==> config.mk <==
export PLATFORM = sky130hd
export DESIGN_NAME = psbin_front
export DESIGN_NICKNAME = d
export VERILOG_FILES = /design/src/rtl/psbin_pkg.sv /design/src/rtl/psbin_front.sv
export SDC_FILE = /design/constraint.sdc
export NUM_CORES = 1
export LEC_CHECK = 0
export BUFFER_PORTS_ARGS = -buffer_cell sky130_fd_sc_hd__buf_4
export CAP_MARGIN = 20
export CORE_MARGIN = 1.5
export CORE_UTILIZATION = 39
export DETAILED_ROUTE_END_ITERATION = 12
export PLACE_DENSITY_LB_ADDON = 0.1
export SLEW_MARGIN = 20
export SYNTH_ARGS = -nofsm -noshare
export SYNTH_HDL_FRONTEND = slang
export SYNTH_SLANG_ARGS = --single-unit
==> constraint.sdc <==
create_clock -name clk -period 9.05 [get_ports clk]
set_input_delay 2.2625 -clock clk [delete_from_list [all_inputs] [get_ports clk]]
set_output_delay 2.2625 -clock clk [all_outputs]
set_load 0.005 [all_outputs]
==> src/rtl/psbin_pkg.sv <==
package psbin_pkg;

    localparam int DEF_SPEED_BIN_COUNT = 1024;
    localparam int DEF_TIME_EDGES      = 256;
    localparam int FIFO_DEPTH          = 4;
    localparam logic [31:0] SCALE_RESET = 32'h0001_0000;

    localparam logic [1:0] REQ_LOAD = 2'd0;
    localparam logic [1:0] REQ_PART = 2'd1;
    localparam logic [1:0] REQ_READ = 2'd2;

    typedef struct packed {
        logic [1:0]         req_type;
        logic [9:0]         index;
        logic signed [31:0] edge_time;
        logic signed [23:0] vel_x;
        logic signed [23:0] vel_y;
        logic signed [23:0] vel_z;
        logic [31:0]        particle_mass;
        logic signed [31:0] creation_time;
        logic [31:0]        metallicity;
    } item_t;

    typedef struct packed {
        logic [9:0]  bin_index;
        logic [31:0] speed_count;
        logic [47:0] mass_sum;
        logic [31:0] particle_count;
        logic [23:0] min_speed;
        logic [23:0] max_speed;
        logic [31:0] min_mass;
        logic [31:0] max_mass;
        logic [31:0] min_metal;
        logic [31:0] max_metal;
    } result_t;

endpackage

==> src/rtl/psbin_front.sv <==
module psbin_front
    import psbin_pkg::*;
#(
    parameter int TIME_EDGES = DEF_TIME_EDGES
) (
    input  logic   clk,
    input  logic   rst_n,
    input  logic   in_valid,
    output logic   in_ready,
    input  item_t  in_item,
    input  logic   clearing,
    output logic   head_valid,
    output item_t  head,
    input  logic   pop
);

    localparam int PW = $clog2(FIFO_DEPTH);

    item_t           fifo_reg [FIFO_DEPTH];
    logic [PW-1:0]   wp_reg, rp_reg;
    logic [PW:0]     cnt_reg;
    logic            keep, push;

    // Unknown request types and loads past the edge table do nothing, so drop them here.
    always_comb
    begin
        keep = (in_item.req_type == REQ_PART) || (in_item.req_type == REQ_READ) ||
               ((in_item.req_type == REQ_LOAD) && (32'(in_item.index) < 32'(TIME_EDGES)));
    end

    assign in_ready   = !clearing && (cnt_reg != (PW+1)'(FIFO_DEPTH));
    assign push       = in_valid && in_ready && keep;
    assign head_valid = cnt_reg != '0;
    assign head       = fifo_reg[rp_reg];

    always_ff @(posedge clk or negedge rst_n)
    begin
        if (!rst_n)
        begin
            wp_reg  <= '0;
            rp_reg  <= '0;
            cnt_reg <= '0;
        end
        else
        begin
            if (push)
            begin
                wp_reg <= wp_reg + PW'(1);
            end
            if (pop)
            begin
                rp_reg <= rp_reg + PW'(1);
            end
            cnt_reg <= cnt_reg + (PW+1)'(push) - (PW+1)'(pop);
        end
    end

    always_ff @(posedge clk)
    begin
        if (push)
        begin
            fifo_reg[wp_reg] <= in_item;
        end
    end

endmodule

==> summary.md, run 1 <==
| Metric | Value |
|---|---|
| Outcome | `completed` |
| Sw Pwr | `slightly below 0.003 W` |
| Layout cell share with drive strength beyond 1 | `between 40% and 50%` |
| Total track usage | `~16%` |
| Number of DRC markers in iteration 0 | `around 660` |
| Final nets | `1,866` |
| Yosys top cell area share | `slightly above 80%` |
| CTS Hold Bufs | `0` |
| Drt first pass iters | `4` |
| Mapped Cells | `1,149` |
| Die H | `approximately 290 µm` |
| Post-CTS repair timing setup buffer count | `0` |
| Pint | `between 0.008 and 0.009 W` |
| GP Congestion | `about 0.70` |
| Worst slack at placement | `~3500 ps` |
| Synth area leaders | `edfxtp_1 82%, mux4_2 15%, buf_6 0.62%` |
| Fillers | `6,526` |
| Synth Warn # | `0` |
| Htree depth | `3` |
| DR vias | `approximately 14,000` |
| Critical Setup Path Class | `reg -> out` |
| Initial antenna violation count | `7` |
| Final Hold Viols | `0` |
| Commonest non-fill, non-tap cell in the layout | `edfxtp_1` |
| Remaining DRCs | `0` |
| CORE AREA | `just under 80,000 µm²` |
| TritonCTS clock tree | `yes` |
| Rel. slew slack | `approximately 28%` |
| Hold Path Class | `reg -> reg` |
| Number of port buffers | `between 400 and 500` |
| Synth Cell Area | `about 31,000 µm²` |
| Initial Util | `39.4%` |
| Count of distinct cell types in the synthesized netlist | `21` |
| P_leak | `12.8 nW` |
| Final TNS setup | `0 ps` |
| Placed Area | `~35,000 µm²` |
| FP Rows | `103` |
| Antenna Violating Nets Remaining | `0` |
| FMAX | `173 MHz` |
| Vias in the first global route | `~15,000` |
| WP data arrival | `approximately 3500 ps` |
| Synth Register Bits | `~860` |
| Skew-Pair Late Insertion Delay | `~640 ps` |
| Crit. End Element | `output pin` |
| P&R area growth vs syn | `23.6%` |
| Maximum clock path buffer count | `3` |
| VDD IR max | `roughly 0.19 mV` |
| Drt wl/cell | `roughly 24 µm` |
| Final Max Tran Viols | `0` |
| Syn nets | `1,374` |
| Sw frac | `about 26%` |
| Worst slew pin tran | `around 1100 ps` |
| Clk pwr share | `a little under a third` |
| Largest register FFs | `between 800 and 900` |
| Final setup fails | `0` |
| Final period utilization | `64.0%` |
| Final worst clock skew | `33.8 ps` |
| Die X | `~290 µm` |
| I/O pin cnt | `~430` |
| Final instance area | `between 30,000 and 40,000 µm²` |
| Unrepaired setup endpoints after global routing | `no` |
| CTS resizes | `0` |
| Min cycle time layout | `~5800 ps` |
| Post-synthesis sequential area ratio | `a little over 80%` |
| Cts bufs inserted | `between 90 and 100` |
| Most frequent cells in the layout | `848 x edfxtp_1, 441 x buf_4, 212 x mux4_2` |
| Final setup margin | `approximately 3300 ps` |
| Hpwl dp | `38.3 mm` |
| Mean post-synth cell area | `roughly 27 µm²` |
| Average vias per placed instance | `roughly 5` |
| WL final | `65.4 mm` |
| Worst EP required | `6790 ps` |
| Die footprint | `between 80,000 and 90,000 µm²` |
| CP max FO | `39` |
| Clock-pin transition on the worst setup and hold timing paths | `~60 ps` |
| Pwr/cell area | `roughly 300 nW/µm²` |
| Flop pwr share | `42.5%` |
| Synth area leader | `edfxtp_1` |
| Startpoint types | `flop` |
| Largest net degree at the start of global routing | `149` |
| Max cap viols | `0` |
| Finished Core Util | `around half` |
| Root Buffer Master | `clkbuf_16` |
| Comb pwr share | `between 20% and 30%` |
| Grt ovf | `0` |
| Sink Count | `around 860` |
| First-pass GRT wire length | `96.6 mm` |
final cells by class:
| cell class | instances | area (µm²) | share of cell area, % |
|---|---|---|---|
| timing repair buffer | 447 | 3440 | 8.96 |
| sequential | 855 | 25600 | 66.8 |
| clock inverter | 56 | 492 | 1.28 |
| tap | 1050 | 1310 | 3.42 |
| antenna | 2 | 5.00 | 0.0130 |
| inverter | 9 | 33.8 | 0.0880 |
| multi-input combinational | 237 | 5040 | 13.1 |
| clock buffer | 109 | 2410 | 6.28 |
metal layers:
layer	up-vias	track usage, %	wire length (µm)
met5	-	0	80
met1	7189	19.7	25400
met3	122	4.98	4450
met2	338	27.1	33600
li1	5995	-	-
met4	12	5.53	1870
worst max-delay path: stages (launching register included):
cell and delay, ps:
dfrtp_4 730, buf_4 570, buf_4 760, mux4_2 600, buf_4 160
stage by stage:
step | power (W) | hold WS [ps] | cells
2_1_floorplan | 0.00643 | 495 | 1149
3_3_place_gp | 0.00785 | 511 | 2597
3_5_place_dp | 0.00786 | 523 | 2597
4_1_cts | 0.0115 | 536 | 2762
5_1_grt | 0.0117 | 559 | 2764
6_report | 0.0112 | 532 | 2765
cell families after synthesis:
| group | after synthesis | synth area share [%] |
|---|---|---|
| flops | 855 | 82.6 |
| mux | 213 | 15.4 |
| buf+inv | 57 | 1.21 |
| simple gates | 9 | 0.197 |
| fa+ha+maj | 8 | 0.347 |
| xor+xnor | 5 | 0.141 |
| compound gates | 2 | 0.101 |
power by group through the flow:
stage          Clock, W  Combinational [W]  Sequential, W
3_5_place_dp          0            0.00299        0.00487
2_1_floorplan         0            0.00167        0.00477
6_report        0.00358            0.00288        0.00477
4_1_cts         0.00370            0.00300        0.00479
5_1_grt         0.00384            0.00311        0.00480
3_3_place_gp          0            0.00299        0.00486
final timing paths:
check	slack [ps]	endpoint	cells after the start	start
max	3260	head[166]	4	rp_reg[0]$_DFFE_PN0P_
min	530	cnt_reg[0]$_DFF_PN0_	1	cnt_reg[0]$_DFF_PN0_
max reg2reg	6000	fifo_reg[2][41]$_DFFE_PP_	4	cnt_reg[1]$_DFF_PN0_
min reg2reg	530	cnt_reg[0]$_DFF_PN0_	1	cnt_reg[0]$_DFF_PN0_
max in group asynchronous	7450	rp_reg[1]$_DFFE_PN0P_	1	rst_n
min in group asynchronous	1430	cnt_reg[2]$_DFF_PN0_	1	rst_n
cell usage after synthesis:
master and count:
edfxtp_1 848, inv_1 9, fa_1 1, mux4_2 212
or3b_4 1, nor2_1 1, a221oi_4 1, and2_2 4
nand2_1 1, or3_1 1, buf_6 17, dfrtp_1 7
mux2_4 1, xor2_1 1, buf_2 24, buf_4 1
nand2b_1 1, clkbuf_1 6, a21oi_1 1, xnor2_1 4
ha_1 7
Power figures use the tool's default switching activity.
==> run 2: changes to the inputs <==
ABC_AREA = 1   (was default)
clock period = 5 ns   (was 9.05 ns; I/O delays follow)
==> summary.md, run 2 <==
| Metric | Value |
|---|---|
| Mapped Cells | `between 2,000 and 2,500` |
| Count of distinct cell types in the synthesized netlist | `19` |
| Final instance area | `a little under 40,000 µm²` |
| DR vias | `about 19,000` |
| TritonCTS clock tree | `yes` |
| Syn nets | `around 2,300` |
| Number of port buffers | `430` |
| CORE AREA | `around 80,000 µm²` |
| Die X | `between 200 and 300 µm` |
| Most frequent cell after synthesis | `edfxtp_1` |
| Die H | `288 µm` |
| RR Startpoint | `cnt_reg[1]$_DFF_PN0_` |
| FMAX | `roughly 240 MHz` |
| Placed Area | `between 30,000 and 40,000 µm²` |
| Flop2flop setup slack | `approximately 2500 ps` |
| Final worst clock skew | `26.0 ps` |
| RR Endpoint | `fifo_reg[1][99]$_DFFE_PP_` |
| VDD IR max | `~0.44 mV` |
| Layout cell share with drive strength beyond 1 | `a little under a quarter` |
| Synth area leader | `edfxtp_1` |
| Die footprint | `between 80,000 and 90,000 µm²` |
| Clock-pin transition on the worst setup and hold timing paths | `~60 ps` |
| Initial Util | `around two fifths` |
| Worst EP required | `between 3000 and 4000 ps` |
| Hpwl dp | `43.9 mm` |
| CP max FO | `between 150 and 200` |
| Final Max Tran Viols | `0` |
| Number of DRC markers in iteration 0 | `about 1,200` |
| P&R area growth vs syn | `23.7%` |
| P_leak | `between 10 and 15 nW` |
| Reg2reg path depth | `5` |
| Pwr/cell area | `between 500 and 600 nW/µm²` |
| Crit. End Element | `output pin` |
| Min cycle time layout | `a little over 4000 ps` |
| Antenna Violating Nets Remaining | `0` |
| Post-synth EDFFs | `848` |
| Grt ovf | `0` |
| Rel. slew slack | `between 20% and 30%` |
| Worst slew pin tran | `1150 ps` |
| Initial antenna violation count | `8` |
| Unrepaired setup endpoints after global routing | `no` |
| Maximum clock path buffer count | `3` |
| FP Rows | `104` |
| WP data arrival | `around 2900 ps` |
| Remaining DRCs | `0` |
| Vias in the first global route | `approximately 19,000` |
| I/O pin cnt | `~430` |
| Commonest non-fill, non-tap cell in the layout | `edfxtp_1` |
| First-pass GRT wire length | `~120 mm` |
| Hold Path Class | `in -> async` |
| Yosys top cell area share | `about four fifths` |
| GP Congestion | `between 0.7 and 0.8` |
| Drt wl/cell | `about 21 µm` |
| WL final | `roughly 78 mm` |
| Sink Count | `about 860` |
| Post-synthesis sequential area ratio | `81.2%` |
| Top_reg_cell synth | `edfxtp_1` |
| Skew-Pair Late Insertion Delay | `roughly 630 ps` |
| Largest register FFs | `~850` |
| Final setup fails | `0` |
| Mean post-synth cell area | `around 15 µm²` |
| Max cap viols | `0` |
| Final setup margin | `~880 ps` |
| Largest net degree at the start of global routing | `roughly 230` |
| Critical Setup Path Class | `reg -> out` |
| Worst slack at placement | `approximately 1500 ps` |
| Post-CTS repair timing setup buffer count | `0` |
| Most frequent cells in the layout | `848 x edfxtp_1, 447 x buf_4, 426 x nor2_1` |
| Final Hold Viols | `0` |
| Total track usage | `between 10% and 20%` |
| Final TNS setup | `0 ps` |
| Htree depth | `3` |
| CTS Hold Bufs | `0` |
| Drt first pass iters | `5` |
| Average vias per placed instance | `between 5 and 6` |
| Final nets | `approximately 2,800` |
| Final period utilization | `82.4%` |
| Synth top cells by count | `848 x edfxtp_1, 430 x nor2_1, 424 x o21ai_0, 212 x o22ai_1, 85 x clkbuf_1` |
| Startpoint types | `flop` |
| Synth Cell Area | `about 32,000 µm²` |
| Root Buffer Master | `clkbuf_16` |
| Finished Core Util | `48.6%` |
| Post-synth ARST share | `less than 1%` |
| Synth area leaders | `edfxtp_1 81%, o21ai_0 6.7%, nor2_1 5.1%` |
| Cts bufs inserted | `between 90 and 100` |
| Synth Register Bits | `~860` |
| CTS resizes | `0` |
| Synth Warn # | `0` |
| Outcome | `completed` |
## run 2: cells by family after synthesis
group	Yosys count	share of synthesized area, %
XOR/XNOR	4	0.111
buffers and inverters	154	2.12
AND/OR/NAND/NOR	441	5.26
AO/OA/AOI/OAI	637	10.9
flip-flops	855	81.2
adder cells (fa/ha/maj)	8	0.341
## run 2: critical path: stages (launching register included)
cell,delay [ps]
dfrtp_4,530
clkinv_8,500
buf_4,480
o21ai_0,140
o22ai_1,290
buf_4,180
## run 2: how the worst max path moves through the flow
stage	startpoint	slack, ps	to	depth (start not counted)
after global routing	rp_reg[0]$_DFFE_PN0P_	710	head[74]	5
after CTS	rp_reg[0]$_DFFE_PN0P_	800	head[74]	5
after global placement	in_item[210]	1470	fifo_reg[3][60]$_DFFE_PP_	8
final	rp_reg[0]$_DFFE_PN0P_	880	head[74]	5
after floorplan	in_item[210]	-400	fifo_reg[0][0]$_DFFE_PP_	6
after detailed placement	in_item[211]	1470	fifo_reg[3][60]$_DFFE_PP_	8
## run 2: cell type report
cell class                 instances  area [µm²]
antenna                            4        10.0
clock buffer                     122        2460
clock inverter                    42         329
fill                            6871       41200
inverter                          15        86.3
multi-input combinational       1090        5320
sequential                       855       25600
tap                             1060        1330
timing repair buffer             472        3860
## run 2: power breakdown
| group | switching (W) | leakage (nW) | internal [W] |
|---|---|---|---|
| Combinational | 0.00422 | 4.10 | 0.00285 |
| Sequential | 0.000171 | 7.74 | 0.00834 |
| Clock | 0.00266 | 1.36 | 0.00366 |
## run 2: metal layers
metal | up-vias | part of all wire [%] | GRT usage, %
li1 | 8822 | - | -
met1 | 9342 | 41 | 23.5
met2 | 479 | 48 | 29.9
met3 | 116 | 8.4 | 6.03
met4 | 10 | 2.1 | 5.91
met5 | - | 0.092 | 0
## run 2: per-stage QoR
step / hold slack, ps / total power (W) / std cells
floorplan: 463 / 0.0121 / 2099
global placement: 486 / 0.0158 / 3492
detailed placement: 500 / 0.0159 / 3492
CTS: 368 / 0.0222 / 3656
global route: 386 / 0.0231 / 3659
finish: 422 / 0.0219 / 3660
